==> config.mk <==
export PLATFORM = sky130hd
export DESIGN_NAME = ata_dma_read_command_issuer
export DESIGN_NICKNAME = d
export VERILOG_FILES = /design/src/sv/adri_pkg.sv /design/src/sv/adri_front.sv /design/src/sv/adri_cmd_fifo.sv /design/src/sv/adri_back.sv /design/src/sv/ata_dma_read_command_issuer.sv
export SDC_FILE = /design/constraint.sdc
export NUM_CORES = 1
export LEC_CHECK = 0
export ABC_AREA = 1
export BUFFER_PORTS_ARGS = -buffer_cell sky130_fd_sc_hd__buf_2
export CORE_MARGIN = 4
export CORE_UTILIZATION = 37
export CTS_BUF_LIST = sky130_fd_sc_hd__clkbuf_16
export CTS_CLUSTER_SIZE = 14
export DETAILED_ROUTE_END_ITERATION = 12
export PLACE_DENSITY = 0.56
export SYNTH_ARGS = -nofsm -noshare
export SYNTH_HDL_FRONTEND = slang
export SYNTH_SLANG_ARGS = --single-unit
==> constraint.sdc <==
create_clock -name clk -period 4.6 [get_ports clk]
set_clock_uncertainty 0.15 [all_clocks]
set_input_delay 1.38 -clock clk [delete_from_list [all_inputs] [get_ports clk]]
set_output_delay 1.38 -clock clk [all_outputs]
set_load 0.01 [all_outputs]
==> src/sv/adri_pkg.sv <==
// ----------------------------------------------------------------------------
// adri_pkg
// shared types and constants for the ata dma read command issuer
// ----------------------------------------------------------------------------
package adri_pkg;

  localparam int MAX_SECTORS_DEF  = 8;
  localparam int SECTOR_BYTES     = 512;
  localparam int CMD_DEPTH_DEF    = 2;

  localparam logic [15:0] CB_PRIMARY   = 16'h01F0;
  localparam logic [15:0] CB_SECONDARY = 16'h0170;

  localparam logic [7:0] DEV_LBA28     = 8'hE0;
  localparam logic [7:0] DEV_LBA48     = 8'h40;
  localparam logic [7:0] CMD_READ_DMA  = 8'hC8;
  localparam logic [7:0] CMD_READ_DMA_EXT = 8'h25;
  localparam logic [7:0] BM_START      = 8'h09;
  localparam logic [7:0] BM_IRQ_CLEAR  = 8'h04;
  localparam logic [7:0] BM_STOP       = 8'h00;

  // task-file register offsets from the controller base
  localparam logic [15:0] TF_COUNT  = 16'd2;
  localparam logic [15:0] TF_LBA0   = 16'd3;
  localparam logic [15:0] TF_LBA1   = 16'd4;
  localparam logic [15:0] TF_LBA2   = 16'd5;
  localparam logic [15:0] TF_DEVICE = 16'd6;
  localparam logic [15:0] TF_CMD    = 16'd7;

  // bus master register offsets
  localparam logic [15:0] BM_REG_CMD    = 16'd0;
  localparam logic [15:0] BM_REG_STATUS = 16'd2;

  typedef enum logic [2:0] {
    KIND_TASKFILE  = 3'd0,
    KIND_BUSMASTER = 3'd1,
    KIND_COUNT     = 3'd2,
    KIND_REJECT    = 3'd3,
    KIND_IGNORE    = 3'd4
  } kind_t;

  typedef enum logic [2:0] {
    RUN_REJECT,
    RUN_IGNORE,
    RUN_IRQ,
    RUN_LBA28,
    RUN_LBA48
  } run_t;

  typedef struct packed {
    logic        mode;
    logic [1:0]  drive;
    logic [47:0] lba;
    logic [7:0]  sector_count;
    logic        irq_channel;
    logic [7:0]  bm_status;
  } in_item_t;

  typedef struct packed {
    logic [2:0]  kind;
    logic [15:0] port;
    logic [12:0] value;
    logic        last;
  } out_item_t;

  // classified command handed from front to back
  typedef struct packed {
    run_t        run;
    logic        cont;
    logic        slave;
    logic [47:0] lba;
    logic [7:0]  count;
  } cmd_t;

endpackage

==> src/sv/adri_front.sv <==
// ----------------------------------------------------------------------------
// adri_front
// classifies requests and interrupt events, tracks controller busy bits
// ----------------------------------------------------------------------------
module adri_front import adri_pkg::*; #(
  parameter int MAX_SECTORS = MAX_SECTORS_DEF
) (
  input  logic     clk,
  input  logic     rst,
  input  logic     accept,
  input  in_item_t request,
  output cmd_t     cmd
);

  logic [1:0] busy;
  logic [1:0] busy_next;
  logic       cont;
  logic       over_limit;
  logic       big_lba;

  assign cont       = request.drive[1];
  assign over_limit = request.sector_count > 8'(MAX_SECTORS);
  assign big_lba    = |request.lba[47:28];

  always_comb begin
    busy_next = busy;
    cmd.cont  = cont;
    cmd.slave = request.drive[0];
    cmd.lba   = request.lba;
    cmd.count = request.sector_count;
    if (request.mode) begin
      cmd.cont = request.irq_channel;
      if (request.bm_status[2]) begin
        cmd.run = RUN_IRQ;
        busy_next[request.irq_channel] = 1'b0;
      end else begin
        cmd.run = RUN_IGNORE;
      end
    end else if (over_limit || busy[cont]) begin
      cmd.run = RUN_REJECT;
    end else begin
      cmd.run = big_lba ? RUN_LBA48 : RUN_LBA28;
      busy_next[cont] = 1'b1;
    end
  end

  always_ff @(posedge clk) begin
    if (rst) begin
      busy <= '0;
    end else if (accept) begin
      busy <= busy_next;
    end
  end

endmodule

==> src/sv/adri_cmd_fifo.sv <==
// ----------------------------------------------------------------------------
// adri_cmd_fifo
// short command queue between the front and the back
// ----------------------------------------------------------------------------
module adri_cmd_fifo import adri_pkg::*; #(
  parameter int DEPTH = CMD_DEPTH_DEF
) (
  input  logic clk,
  input  logic rst,
  input  logic wr,
  input  cmd_t wr_data,
  input  logic rd,
  output cmd_t rd_data,
  output logic full,
  output logic empty
);

  localparam int PTR_W = (DEPTH > 1) ? $clog2(DEPTH) : 1;
  localparam int CNT_W = $clog2(DEPTH + 1);

  cmd_t             mem [DEPTH];
  logic [PTR_W-1:0] wr_ptr;
  logic [PTR_W-1:0] rd_ptr;
  logic [CNT_W-1:0] count;

  assign full    = count == CNT_W'(DEPTH);
  assign empty   = count == '0;
  assign rd_data = mem[rd_ptr];

  always_ff @(posedge clk) begin
    if (wr) begin
      mem[wr_ptr] <= wr_data;
    end
  end

  always_ff @(posedge clk) begin
    if (rst) begin
      wr_ptr <= '0;
      rd_ptr <= '0;
      count  <= '0;
    end else begin
      if (wr) begin
        wr_ptr <= (wr_ptr == PTR_W'(DEPTH - 1)) ? '0 : wr_ptr + 1'b1;
      end
      if (rd) begin
        rd_ptr <= (rd_ptr == PTR_W'(DEPTH - 1)) ? '0 : rd_ptr + 1'b1;
      end
      if (wr && !rd) begin
        count <= count + 1'b1;
      end else if (rd && !wr) begin
        count <= count - 1'b1;
      end
    end
  end

endmodule

==> src/sv/adri_back.sv <==
// ----------------------------------------------------------------------------
// adri_back
// sequencer that expands one command into its run of output items
// ----------------------------------------------------------------------------
module adri_back import adri_pkg::*; (
  input  logic        clk,
  input  logic        rst,
  input  logic [15:0] bus_master_base,
  input  cmd_t        cmd,
  input  logic        cmd_valid,
  output logic        cmd_done,
  output out_item_t   result,
  output logic        empty,
  input  logic        pop
);

  typedef enum logic [3:0] {
    ST_COUNT, ST_DEV, ST_HCNT, ST_HLBA0, ST_HLBA1, ST_HLBA2,
    ST_LCNT, ST_LBA0, ST_LBA1, ST_LBA2, ST_CMD, ST_START
  } step_t;

  step_t       step;
  step_t       step_next;
  logic        out_valid;
  logic        load;
  out_item_t   res;
  logic [15:0] cb;
  logic [15:0] bm_base;
  logic        is48;
  logic [7:0]  slave_bit;

  assign load     = cmd_valid && (!out_valid || pop);
  assign cmd_done = load && res.last;
  assign empty    = !out_valid;
  assign cb       = cmd.cont ? CB_SECONDARY : CB_PRIMARY;
  assign bm_base  = {bus_master_base[15:1], 1'b0} + {12'd0, cmd.cont, 3'd0};
  assign is48     = cmd.run == RUN_LBA48;
  assign slave_bit = {3'd0, cmd.slave, 4'd0};

  always_comb begin
    res = '{kind: KIND_TASKFILE, port: '0, value: '0, last: 1'b0};
    case (cmd.run)
      RUN_REJECT: begin
        res.kind = KIND_REJECT;
        res.last = 1'b1;
      end
      RUN_IGNORE: begin
        res.kind = KIND_IGNORE;
        res.last = 1'b1;
      end
      RUN_IRQ: begin
        res.kind = KIND_BUSMASTER;
        if (step == ST_COUNT) begin
          res.port  = bm_base + BM_REG_STATUS;
          res.value = 13'(BM_IRQ_CLEAR);
        end else begin
          res.port  = bm_base + BM_REG_CMD;
          res.value = 13'(BM_STOP);
          res.last  = 1'b1;
        end
      end
      default: begin
        case (step)
          ST_COUNT: begin
            res.kind  = KIND_COUNT;
            res.value = 13'(32'(cmd.count) * SECTOR_BYTES);
          end
          ST_DEV: begin
            res.port  = cb + TF_DEVICE;
            res.value = is48 ? 13'(DEV_LBA48 | slave_bit)
                             : 13'(DEV_LBA28 | slave_bit | {4'd0, cmd.lba[27:24]});
          end
          ST_HCNT: res.port = cb + TF_COUNT;
          ST_HLBA0: begin
            res.port  = cb + TF_LBA0;
            res.value = 13'(cmd.lba[31:24]);
          end
          ST_HLBA1: begin
            res.port  = cb + TF_LBA1;
            res.value = 13'(cmd.lba[39:32]);
          end
          ST_HLBA2: begin
            res.port  = cb + TF_LBA2;
            res.value = 13'(cmd.lba[47:40]);
          end
          ST_LCNT: begin
            res.port  = cb + TF_COUNT;
            res.value = 13'(cmd.count);
          end
          ST_LBA0: begin
            res.port  = cb + TF_LBA0;
            res.value = 13'(cmd.lba[7:0]);
          end
          ST_LBA1: begin
            res.port  = cb + TF_LBA1;
            res.value = 13'(cmd.lba[15:8]);
          end
          ST_LBA2: begin
            res.port  = cb + TF_LBA2;
            res.value = 13'(cmd.lba[23:16]);
          end
          ST_CMD: begin
            res.port  = cb + TF_CMD;
            res.value = is48 ? 13'(CMD_READ_DMA_EXT) : 13'(CMD_READ_DMA);
          end
          ST_START: begin
            res.kind  = KIND_BUSMASTER;
            res.port  = bm_base + BM_REG_CMD;
            res.value = 13'(BM_START);
            res.last  = 1'b1;
          end
          default: res.last = 1'b1;
        endcase
      end
    endcase
  end

  // lba28 skips the high-order task-file writes
  always_comb begin
    if (res.last) begin
      step_next = ST_COUNT;
    end else if (step == ST_DEV && !is48) begin
      step_next = ST_LCNT;
    end else begin
      step_next = step_t'(step + 4'd1);
    end
  end

  always_ff @(posedge clk) begin
    if (rst) begin
      step      <= ST_COUNT;
      out_valid <= 1'b0;
    end else begin
      if (load) begin
        step      <= step_next;
        result    <= res;
        out_valid <= 1'b1;
      end else if (pop) begin
        out_valid <= 1'b0;
      end
    end
  end

endmodule

==> src/sv/ata_dma_read_command_issuer.sv <==
// a taken request is queued first, and the back then registers its first result
// throughput: one result per cycle while pop keeps up; a read request expands to 8
//   (lba28) or 12 (lba48) results, an interrupt to two, other items to one
// reset: rst clears the busy bits, command queue and output register; the
//   bus master base register resets to zero
// ----------------------------------------------------------------------------
// ata_dma_read_command_issuer
// turns dma read requests and controller interrupts into port write runs
// ----------------------------------------------------------------------------
module ata_dma_read_command_issuer import adri_pkg::*; #(
  parameter int MAX_SECTORS = MAX_SECTORS_DEF,
  parameter int CMD_DEPTH   = CMD_DEPTH_DEF
) (
  input  logic        clk,
  input  logic        rst,
  // request side
  input  logic        push,
  output logic        full,
  input  in_item_t    request,
  // result side
  output logic        empty,
  input  logic        pop,
  output out_item_t   result,
  // configuration
  input  logic        cfg_we,
  input  logic [15:0] cfg_data
);

  // bus master base, bit 0 is dropped where ports are formed
  logic [15:0] bus_master_base;

  // front to queue
  logic accept;
  cmd_t front_cmd;

  // queue to back
  cmd_t queue_cmd;
  logic queue_empty;
  logic cmd_done;

  // an item is taken whenever the command queue has room
  assign accept = push && !full;

  always_ff @(posedge clk) begin
    if (rst) begin
      bus_master_base <= '0;
    end else if (cfg_we) begin
      bus_master_base <= cfg_data;
    end
  end

  // front: classify and update the busy bits at accept time, so a later
  // request sees the busy bit of an earlier one even while it is queued
  adri_front #(
    .MAX_SECTORS (MAX_SECTORS)
  ) u_front (
    .clk     (clk),
    .rst     (rst),
    .accept  (accept),
    .request (request),
    .cmd     (front_cmd)
  );

  // short queue lets the front keep taking items while the back works
  adri_cmd_fifo #(
    .DEPTH (CMD_DEPTH)
  ) u_queue (
    .clk     (clk),
    .rst     (rst),
    .wr      (accept),
    .wr_data (front_cmd),
    .rd      (cmd_done),
    .rd_data (queue_cmd),
    .full    (full),
    .empty   (queue_empty)
  );

  // back: one write per cycle into the output register while it is free or popped
  adri_back u_back (
    .clk             (clk),
    .rst             (rst),
    .bus_master_base (bus_master_base),
    .cmd             (queue_cmd),
    .cmd_valid       (!queue_empty),
    .cmd_done        (cmd_done),
    .result          (result),
    .empty           (empty),
    .pop             (pop)
  );

endmodule

==> summary.txt, run 1 <==
Run status
  • Run status: finished clean

Route
  • Top Layer Used: met4
  • DRC: 0
  • WL/cell: 16.5 um
  • Vias: 6021
  • Met1 Routed Length: 9.36 mm
  • Routed WL: 20.2 mm
  • Met3 WL: 932 um
  • Remaining antenna violation count: 0
  • DR pass1 iterations: 5
  • Initial drt markers: 442
  • Via/cell ratio: 4.91
  • Met2 wire len: 9.56 mm

Die
  • Die outline width: 158 um
  • Initial Util: 37.8%
  • Row count: 54
  • Core ar.: 22000 sq um
  • IO Pins: 124
  • Die area: 24900 sq um
  • Die span in y: 158 um

Power
  • Clk pwr share: 29.2%
  • Sw Ratio: 35.1%
  • Power Dens Cells: 524 nW/um^2
  • Net Switching: 1800 uW
  • P_leak: 0.00396 uW
  • Int Power: 3340 uW
  • Proportion of power drawn by combinational gates: 27.7%
  • Sequential Power Share: 43.1%
  • Peak VDD IR: 0.236 mV

Yosys
  • Simple-gate share of the synthesized area: 22.9%
  • Ys async rst share: 0%
  • Sequential share of the synthesized area: 62.3%
  • Proportion of synthesized area in mux cells: 0.619%
  • Synth Flop Type: edfxtp_1
  • Compound-Gate Fraction of Synth Area: 7.86%
  • Main combinational cell family by area after synthesis: simple AND/OR/NAND/NOR gates
  • Yosys Warn Count: 0
  • Post-synth net total: 912
  • Yosys cell types: 52
  • Synth Instances: 815
  • Post-synthesis xor/xnor area fraction: 0.528%
  • Netlist Area Pre-Place: 8290 sq um
  • Fraction of the mapped netlist area in adder cells: 1.21%
  • Register bit total from synthesis: 181
  • Post-synth EDFFs: 154
  • Syn_area_per_cell: 10.2 sq um

Clocking
  • H-tree depth: 4
  • CTS clk-pin slew, worst paths: 70 ps
  • CTS sink count: 181
  • TritonCTS clock tree: built
  • Post-CTS Hold Fix Bufs: 0
  • Setup Buffers After CTS: 0
  • Worst-Skew Late Latency: 430 ps
  • Cts bufs inserted: 17
  • Clock Path Buffers: 2
  • Root Buffer Master: clkbuf_16
  • Post-CTS resize count: 0

Worst setup path
  • Critical path startpoint category: flip-flop
  • Critical path endpoint: u_queue.count[1]$_SDFFE_PP0P_
  • Critical path type: flip-flop to flip-flop
  • Buffers and inverters on the worst path: 4
  • Top Family by Delay on Critical Path: buffers and inverters
  • Crit-path slowest cell: buf_4
  • Critical-path maximum fanout: 55
  • R2r worst-path depth: 15
  • CP max stage delay: 500 ps
  • Crit Reg-Reg Endpoint: u_queue.count[1]$_SDFFE_PP0P_
  • Internal reg-to-reg setup slack: 1540 ps
  • Critical Path End Type: flip-flop
  • Worst path depth: 15
  • WP data arrival: 3220 ps
  • Critical-path cell list: inv_2, buf_4, nand2_1, nand2_1, inv_1, nand3_4, inv_4, nor2_8, nand2_4, nand3_4, ha_1, a21oi_1, o21ai_0, o21ai_0, a21oi_1
  • Critical path required time: 4760 ps

Finish
  • Ant. Diodes: 0
  • # fillers: 2082
  • Layout cell share with drive strength beyond 1: 23.4%
  • Post-Layout Cell Count: 1226
  • Area grow syn2layout: 18.4%
  • Final #Nets: 1030

Hold path
  • Hold/Removal Path Class: flip-flop to flip-flop
  • Hold depth: 2

Global routing
  • GRT Residual Overflow: 0
  • First-pass GRT wire length: 31.0 mm
  • GRT Total Usage: 16.5%
  • Antenna violations before repair: 0
  • Largest net degree at the start of global routing: 63
  • Number of global-route vias before repair: 5626

STA
  • Final Setup Violations: 0
  • Worst Tran Pin Value: 729 ps
  • Slew Viols, Final: 0
  • Fin crit share: 66.5%
  • Final hold vios: 0
  • Peak Freq: 0.327 GHz
  • Setup TNS: 0 ps
  • Unrepaired setup endpoints after global routing: no
  • Max_slew headroom: 50.9%
  • Tmin final: 3060 ps

Placement
  • DP Cell Count: 1194
  • RePlAce Congestion: 0.804
  • Port-buffer cells: 114
  • Dpl hpwl: 14.2 mm

Job
  • Maxcap violations: 0
## power by group through the flow
stage          clock network [uW]  logic, uW  registers (uW)
2_1_floorplan                   0        965            2260
3_3_place_gp                    0       1430            2250
3_5_place_dp                    0       1450            2250
4_1_cts                      1540       1460            2220
5_1_grt                      1600       1620            2240
6_report                     1500       1430            2220
## worst reg2reg max path: stages, from the launching register on
cell and delay [ps]:
dfxtp_2 470, inv_2 110, buf_4 500, nand2_1 110
nand2_1 160, inv_1 100, nand3_4 110, inv_4 110
nor2_8 240, nand2_4 100, nand3_4 80, ha_1 250
a21oi_1 110, o21ai_0 110, o21ai_0 160, a21oi_1 50
## layout make-up
class                      count  area (sq um)  share of cell area (%)
inverter                      69           264                    2.69
timing repair buffer         120           641                    6.52
tap                          280           350                    3.57
clock inverter                15           198                    2.01
clock buffer                  17           425                    4.33
multi-input combinational    544          2780                    28.3
sequential                   181          5170                    52.6
## cells by family (layout without fill, tap and decap cells)
kind of cell	after synthesis	in the layout
AOI/OAI and AO/OA	118	118
xor gates and xnor gates	5	5
adders and majority gates	8	8
buffers and inverters	90	221
DFF	181	181
muxes	5	5
other	1	1
and+or+nand+nor	407	407
## cells in the mapped netlist, types with 3 or more instances
| master | n | area [sq um] |
|---|---|---|
| inv_2 | 11 | 41.3 |
| nor2_2 | 8 | 50.1 |
| nor4_1 | 8 | 50.1 |
| buf_2 | 8 | 40.0 |
| nand3_1 | 41 | 205 |
| mux2i_1 | 4 | 40.0 |
| nand2_1 | 246 | 923 |
| nor2_4 | 7 | 78.8 |
| inv_1 | 55 | 206 |
| nand3_2 | 5 | 50.1 |
| buf_4 | 4 | 30.0 |
| nor2_1 | 38 | 143 |
| edfxtp_1 | 154 | 4620 |
| nor3_1 | 7 | 35.0 |
| o21ai_1 | 4 | 20.0 |
| o21bai_1 | 3 | 22.5 |
| a21oi_1 | 51 | 255 |
| nand2_2 | 13 | 81.3 |
| o211ai_1 | 5 | 37.5 |
| o21ai_0 | 41 | 205 |
| xor2_1 | 5 | 43.8 |
| o22ai_1 | 3 | 18.8 |
| or2_2 | 7 | 43.8 |
| nand4_1 | 16 | 100 |
| ha_1 | 8 | 100 |
| clkbuf_1 | 7 | 26.3 |
| dfxtp_1 | 27 | 541 |
## cells in the final DEF, fill, tap and decap left out, types with 10 or more instances in the layout
| cell | instances |
|---|---|
| inv_2 | 11 |
| buf_2 | 114 |
| clkbuf_16 | 17 |
| nor2_4 | 10 |
| nand2_1 | 246 |
| dfxtp_1 | 26 |
| edfxtp_1 | 154 |
| a21oi_1 | 51 |
| o21ai_0 | 41 |
| inv_1 | 55 |
| nand3_1 | 41 |
| nand4_1 | 16 |
| nor2_1 | 35 |
| nand2_2 | 13 |
## through the flow
| step | total power (uW) | cell area (sq um) | utilization, % | hold WS (ps) | setup WS [ps] |
|---|---|---|---|---|---|
| final | 5140 | 9820 | 44.7 | 328 | 1540 |
| after global routing | 5460 | 9820 | 44.7 | 350 | 1180 |
| after CTS | 5220 | 9820 | 44.7 | 328 | 1450 |
| after detailed placement | 3710 | 9200 | 41.9 | 320 | 1350 |
| after global placement | 3690 | 9200 | 41.9 | 314 | 1370 |
| after floorplan | 3230 | 8300 | - | 294 | 865 |
## how the worst min path moves through the flow
stage          slack [ps]                                to                              from
2_1_floorplan         290      u_front.busy[1]$_SDFFE_PP0P_      u_front.busy[1]$_SDFFE_PP0P_
3_3_place_gp          310      u_front.busy[1]$_SDFFE_PP0P_      u_front.busy[1]$_SDFFE_PP0P_
3_5_place_dp          320      u_front.busy[1]$_SDFFE_PP0P_      u_front.busy[1]$_SDFFE_PP0P_
4_1_cts               330      u_front.busy[1]$_SDFFE_PP0P_      u_front.busy[1]$_SDFFE_PP0P_
5_1_grt               350      u_front.busy[1]$_SDFFE_PP0P_      u_front.busy[1]$_SDFFE_PP0P_
6_report              330  bus_master_base[15]$_SDFFE_PP0P_  bus_master_base[15]$_SDFFE_PP0P_
## routing by layer
metal	GRT usage (%)	vias up
li1	-	3038
met4	5.16	0
met2	26.7	167
met5	0	-
met1	22.5	2794
met3	3.23	22
## flip-flops by register name (all words and copies together), names as in the netlist, named ones only
register          cells
u_back.out_valid      1
u_queue.rd_ptr        1
u_front.busy          2
u_queue.mem         122
u_back.result        32
u_queue.count         2
u_back.step           4
u_queue.wr_ptr        1
bus_master_base      15
Power figures use the tool's default switching activity.
==> inputs of run 2 (changes only) <==
ABC_AREA = 0   (was 1)
PLACE_DENSITY = 0.54   (was 0.56)
clock period = 3.2 ns   (was 4.6 ns; I/O delays follow)
==> summary.txt, run 2 <==
Global routing
  • First-pass GRT wire length: 29.9 mm
  • Largest net degree at the start of global routing: 68
  • Number of global-route vias before repair: 5402
  • Antenna violations before repair: 0
  • GRT Total Usage: 15.8%
  • GRT Residual Overflow: 0

Worst setup path
  • FF-to-FF Start: u_back.step[0]$_SDFFE_PP0P_
  • WP data arrival: 3070 ps
  • Critical-path cell list: inv_1, ha_1, nor4_1, o22ai_1, a2bb2oi_2, and2b_1, inv_1, ha_1, or3_1, a21oi_1
  • Top Family by Delay on Critical Path: simple AND/OR/NAND/NOR gates
  • Buffers and inverters on the worst path: 2
  • Critical Path End Type: flip-flop
  • Critical path type: flip-flop to flip-flop
  • Internal reg-to-reg setup slack: 330 ps
  • Crit-path slowest cell: dfxtp_1
  • Critical path startpoint category: flip-flop
  • R2r worst-path depth: 10
  • CP max stage delay: 430 ps
  • Crit Reg-Reg Endpoint: u_queue.count[1]$_SDFFE_PP0P_
  • Critical path required time: 3410 ps
  • Critical-path maximum fanout: 11

STA
  • Unrepaired setup endpoints after global routing: no
  • Tmin final: 2870 ps
  • Peak Freq: 0.349 GHz
  • Fin crit share: 89.6%
  • Slew Viols, Final: 0
  • Max_slew headroom: 57.7%
  • Fin Hold WS: 351 ps
  • Worst Tran Pin Value: 629 ps
  • Final hold vios: 0
  • Final Setup Violations: 0

Clocking
  • Clock Path Buffers: 2
  • CTS sink count: 181
  • TritonCTS clock tree: built
  • H-tree depth: 4
  • Post-CTS Hold Fix Bufs: 0
  • CTS clk-pin slew, worst paths: 70 ps
  • Post-CTS resize count: 0
  • Cts bufs inserted: 17
  • Worst-Skew Late Latency: 430 ps
  • Root Buffer Master: clkbuf_16
  • Setup Buffers After CTS: 0

Finish
  • Area grow syn2layout: 18.7%
  • Largest registers: u_queue.mem (122), u_back.result (32), bus_master_base (15)
  • # fillers: 2064
  • Largest register by flop count: u_queue.mem
  • Commonest non-fill, non-tap cells in the layout: edfxtp_1, buf_2, mux2i_1, nor2_1, a21oi_1
  • Ant. Diodes: 0
  • Layout cell share with drive strength beyond 1: 25.1%
  • Commonest non-fill, non-tap cell in the layout: edfxtp_1
  • Final #Nets: 838
  • Largest register FFs: 122

Yosys
  • Syn_area_per_cell: 13.0 sq um
  • Top cells by count, synth: edfxtp_1, mux2i_1, nor2_1
  • Synth Flop Type: edfxtp_1
  • Yosys cell types: 66
  • Yosys Warn Count: 0
  • Sequential share of the synthesized area: 63.4%
  • Share of the synthesized area in the top cell type: 56.8%
  • Post-synth net total: 722
  • Ys async rst share: 0%
  • Top-count cell post-synth: edfxtp_1
  • Yosys top cell by area: edfxtp_1
  • Synth Instances: 625
  • Netlist Area Pre-Place: 8140 sq um
  • Area contributors post-synth: edfxtp_1, mux2i_1, dfxtp_1, nor2_1, o22ai_1
  • Register bit total from synthesis: 181
  • Post-synth EDFFs: 154

Die
  • Row count: 54
  • Core ar.: 21800 sq um
  • Initial Util: 37.4%
  • IO Pins: 124
  • Die span in y: 156 um
  • Die outline width: 156 um
  • Die area: 24400 sq um

Route
  • WL/cell: 18.7 um
  • Remaining antenna violation count: 0
  • DR pass1 iterations: 5
  • Via/cell ratio: 5.27
  • DRC: 0
  • Vias: 5444
  • Initial drt markers: 333
  • Routed WL: 19.3 mm

Run status
  • Run status: finished clean

Power
  • Proportion of power drawn by combinational gates: 28.0%
  • Sw Ratio: 32.4%
  • Net Switching: 2320 uW
  • Int Power: 4840 uW
  • Peak VDD IR: 0.413 mV
  • Clk pwr share: 28.0%
  • Power Total: 7160 uW
  • Power Dens Cells: 742 nW/um^2
  • Sequential Power Share: 43.9%
  • P_leak: 0.00341 uW

Hold path
  • Hold/Removal Path Class: flip-flop to flip-flop
  • Worst hold path startpoint: u_back.out_valid$_SDFFE_PP0P_
  • Hold Path Sink: u_back.out_valid$_SDFFE_PP0P_
  • Hold depth: 2

Placement
  • Dpl hpwl: 13.5 mm
  • Port-buffer cells: 114
  • RePlAce Congestion: 0.825

Job
  • Maxcap violations: 0
run 2: changes by cell type after synthesis, moves of 10 or more:
cell      before  now
o22ai_1        3   25
clkbuf_1       7   17
mux2_2         1   11
inv_1         55   15
nand2_1      246   26
nand2_2       13    0
xnor2_1        0   13
nor2_1        38   55
inv_2         11    0
nand3_1       41   11
o21ai_0       41   17
mux2i_1        4   58
a21oi_1       51   27
run 2: kinds of logic after synthesis:
kind of cell / after synthesis / share of synthesized area [%]
and+or+nand+nor: 171 / 10.9
adders and majority gates: 8 / 1.23
AOI/OAI and AO/OA: 118 / 9.76
other: 1 / 0.0461
buffers and inverters: 51 / 2.90
DFF: 181 / 63.4
muxes: 69 / 8.65
xor gates and xnor gates: 26 / 3.03
run 2: cell type report:
class | instances | area (sq um) | area share [%]
Clock buffer | 17 | 425 | 4.40
Clock inverter | 14 | 136 | 1.41
Inverter | 15 | 56.3 | 0.583
Multi-Input combinational cell | 393 | 2760 | 28.6
Sequential cell | 181 | 5170 | 53.5
Tap cell | 280 | 350 | 3.63
Timing Repair Buffer | 133 | 763 | 7.90
run 2: layer usage:
metal	track usage, %	vias up	wire, um
met5	0	-	0
met2	25.3	154	9280
met3	3.01	14	846
li1	-	2634	-
met4	4.59	0	182
met1	22.0	2642	8970
run 2: worst max path at each step:
stage	cells after the start	startpoint	slack (ps)	end
detailed placement	9	flip-flop	340	u_queue.count[1]$_SDFFE_PP0P_
global placement	8	flip-flop	360	u_back.result[28]$_DFFE_PP_
finish	10	u_back.step[0]$_SDFFE_PP0P_	330	u_queue.count[1]$_SDFFE_PP0P_
global route	10	u_back.step[0]$_SDFFE_PP0P_	140	u_queue.count[1]$_SDFFE_PP0P_
floorplan	2	push	-60	u_queue.mem[0][0]$_DFFE_PP_
CTS	10	u_back.step[0]$_SDFFE_PP0P_	320	u_queue.count[1]$_SDFFE_PP0P_
run 2: stage by stage:
| stage | TNS (ps) | cells | cell area (sq um) | util (%) | setup slack [ps] |
|---|---|---|---|---|---|
| global route | 0 | 1033 | 9660 | 44.4 | 140 |
| detailed placement | 0 | 1002 | 9100 | 41.8 | 337 |
| finish | 0 | 1033 | 9660 | 44.4 | 332 |
| floorplan | -5740 | 625 | 8160 | - | -56.5 |
| global placement | 0 | 1002 | 9100 | 41.8 | 363 |
| CTS | 0 | 1033 | 9660 | 44.4 | 322 |
run 2: power groups by stage:
stage	logic, uW	clock network (uW)	registers, uW
2_1_floorplan	1360	0	3220
3_3_place_gp	1990	0	3190
3_5_place_dp	2010	0	3200
4_1_cts	2030	2060	3150
5_1_grt	2210	2160	3180
6_report	2010	2010	3150
run 2: worst reg2reg max path: stages, from the launching register on:
cell       delay (ps)
dfxtp_1           430
inv_1             100
ha_1              340
nor4_1            320
o22ai_1           150
a2bb2oi_2         230
and2b_1           200
inv_1              60
ha_1              310
or3_1             370
a21oi_1           150
==> inputs of run 3 (changes only) <==
RECOVER_POWER = 50   (was unset)
==> summary.txt, run 3 (same netlist as run 2, synthesis figures left out) <==
Power
  • P_leak: 0.00328 uW
  • Power Dens Cells: 746 nW/um^2
  • Peak VDD IR: 0.414 mV

Run status
  • Failing checks: max-capacitance violations, max-slew violations
  • Run status: complete, but fails checks

Worst setup path
  • Critical path required time: 3390 ps
  • Critical-path maximum fanout: 11
  • Critical-path cell list: inv_1, ha_1, nor4_1, o22ai_1, a2bb2oi_2, and2b_1, inv_1, ha_1, or3_1, a21oi_1
  • Critical Path Start: u_back.step[0]$_SDFFE_PP0P_
  • CP max stage delay: 430 ps
  • Critical Path End Type: flip-flop
  • FF-to-FF Start: u_back.step[0]$_SDFFE_PP0P_
  • Buffers and inverters on the worst path: 2
  • Critical path startpoint category: flip-flop
  • Crit-path slowest cell: dfxtp_1
  • WP data arrival: 3080 ps
  • Critical path type: flip-flop to flip-flop
  • Top Family by Delay on Critical Path: simple AND/OR/NAND/NOR gates

Finish
  • Largest registers: u_queue.mem (122), u_back.result (32), bus_master_base (15)
  • Layout cell share with drive strength beyond 1: 18.5%
  • Ant. Diodes: 0
  • Commonest non-fill, non-tap cells in the layout: edfxtp_1, buf_2, mux2i_1, nor2_1, clkbuf_1
  • Commonest non-fill, non-tap cell in the layout: edfxtp_1
  • Area grow syn2layout: 17.6%
  • Largest register FFs: 122
  • Fin util: 44.0%
  • Final #Nets: 838
  • Largest register by flop count: u_queue.mem

Global routing
  • GRT Residual Overflow: 0
  • Antenna violations before repair: 0
  • Largest net degree at the start of global routing: 68
  • Number of global-route vias before repair: 5402
  • GRT Total Usage: 15.8%
  • First-pass GRT wire length: 29.9 mm

STA
  • Fin crit share: 90.3%
  • Max_slew headroom: -10.4%
  • Slew Viols, Final: 62
  • Fin Hold WS: 351 ps
  • Setup slack after layout: 310 ps
  • Tmin final: 2890 ps
  • Setup TNS: 0 ps
  • Final hold vios: 0
  • Worst Tran Pin Value: 1660 ps
  • Unrepaired setup endpoints after global routing: no
  • Final Setup Violations: 0
  • Peak Freq: 0.346 GHz

Clocking
  • Setup Buffers After CTS: 0
  • Post-CTS Hold Fix Bufs: 0
  • Post-CTS resize count: 0
  • Clock Path Buffers: 2
  • TritonCTS clock tree: built
  • Worst-Skew Late Latency: 430 ps
  • Cts bufs inserted: 17
  • H-tree depth: 4
  • CTS sink count: 181
  • CTS clk-pin slew, worst paths: 70 ps
  • Root Buffer Master: clkbuf_16

Die
  • Row count: 54
  • Core ar.: 21800 sq um
  • Die outline width: 156 um
  • Die span in y: 156 um
  • IO Pins: 124
  • Initial Util: 37.4%
  • Die area: 24400 sq um

Route
  • Routed WL: 19.2 mm
  • Remaining antenna violation count: 0
  • Initial drt markers: 345
  • Vias: 5432
  • DR pass1 iterations: 5
  • WL/cell: 18.6 um
  • Via/cell ratio: 5.26
  • DRC: 0

Hold path
  • Hold/Removal Path Class: flip-flop to flip-flop
  • Worst hold path startpoint: u_back.out_valid$_SDFFE_PP0P_

Job
  • Maxcap violations: 1

Placement
  • Port-buffer cells: 114
  • Post-place setup slack: 337 ps
  • Dpl hpwl: 13.5 mm
  • RePlAce Congestion: 0.825
-- run 3: changes by cell type in the layout (fill, tap and decap cells not counted), moves of 2 or more --
cell	delta
buf_2	-47
clkbuf_1	+46
nor2_1	+2
nor2_4	-2
-- run 3: cell type report --
cell class,count,area (sq um)
Fill cell,2093,12200
Clock buffer,17,425
Tap cell,280,350
Inverter,15,56.3
Clock inverter,14,136
Multi-Input combinational cell,393,2750
Sequential cell,181,5170
Timing Repair Buffer,133,689
-- run 3: final timing paths --
check	to	slack, ps	depth (start not counted)
max reg2reg	u_queue.count[1]$_SDFFE_PP0P_	310	10
min reg2reg	u_back.out_valid$_SDFFE_PP0P_	350	2
max	u_queue.count[1]$_SDFFE_PP0P_	310	10
min	u_back.out_valid$_SDFFE_PP0P_	350	2
-- run 3: worst min-delay path: cells and delay by family, from the launching register on --
kind            cells  cell delay [ps]
flops               1              310
simple gates        1               80
compound gates      1               60
-- run 3: metrics by stage --
step | total power (uW) | std cells | area [sq um]
5_1_grt | 7530 | 1033 | 9570
6_report | 7140 | 1033 | 9570
4_1_cts | 7240 | 1033 | 9660
3_5_place_dp | 5220 | 1002 | 9100
2_1_floorplan | 4580 | 625 | 8160
3_3_place_gp | 5180 | 1002 | 9100
-- run 3: power by group --
part / internal [uW] / total, uW / switching [uW]
Sequential: 3010 / 3150 / 140
Combinational: 784 / 1980 / 1190
Clock: 1030 / 2010 / 978
-- run 3: per-layer routing --
| metal | up-vias | part of all wire (%) | GRT usage (%) | wire length (um) |
|---|---|---|---|---|
| met5 | - | 0 | 0 | 0 |
| met4 | 0 | 1.3 | 4.59 | 250 |
| met3 | 19 | 4.5 | 3.01 | 856 |
| met2 | 149 | 48 | 25.3 | 9190 |
| met1 | 2643 | 46 | 22.0 | 8930 |
| li1 | 2621 | - | - | - |
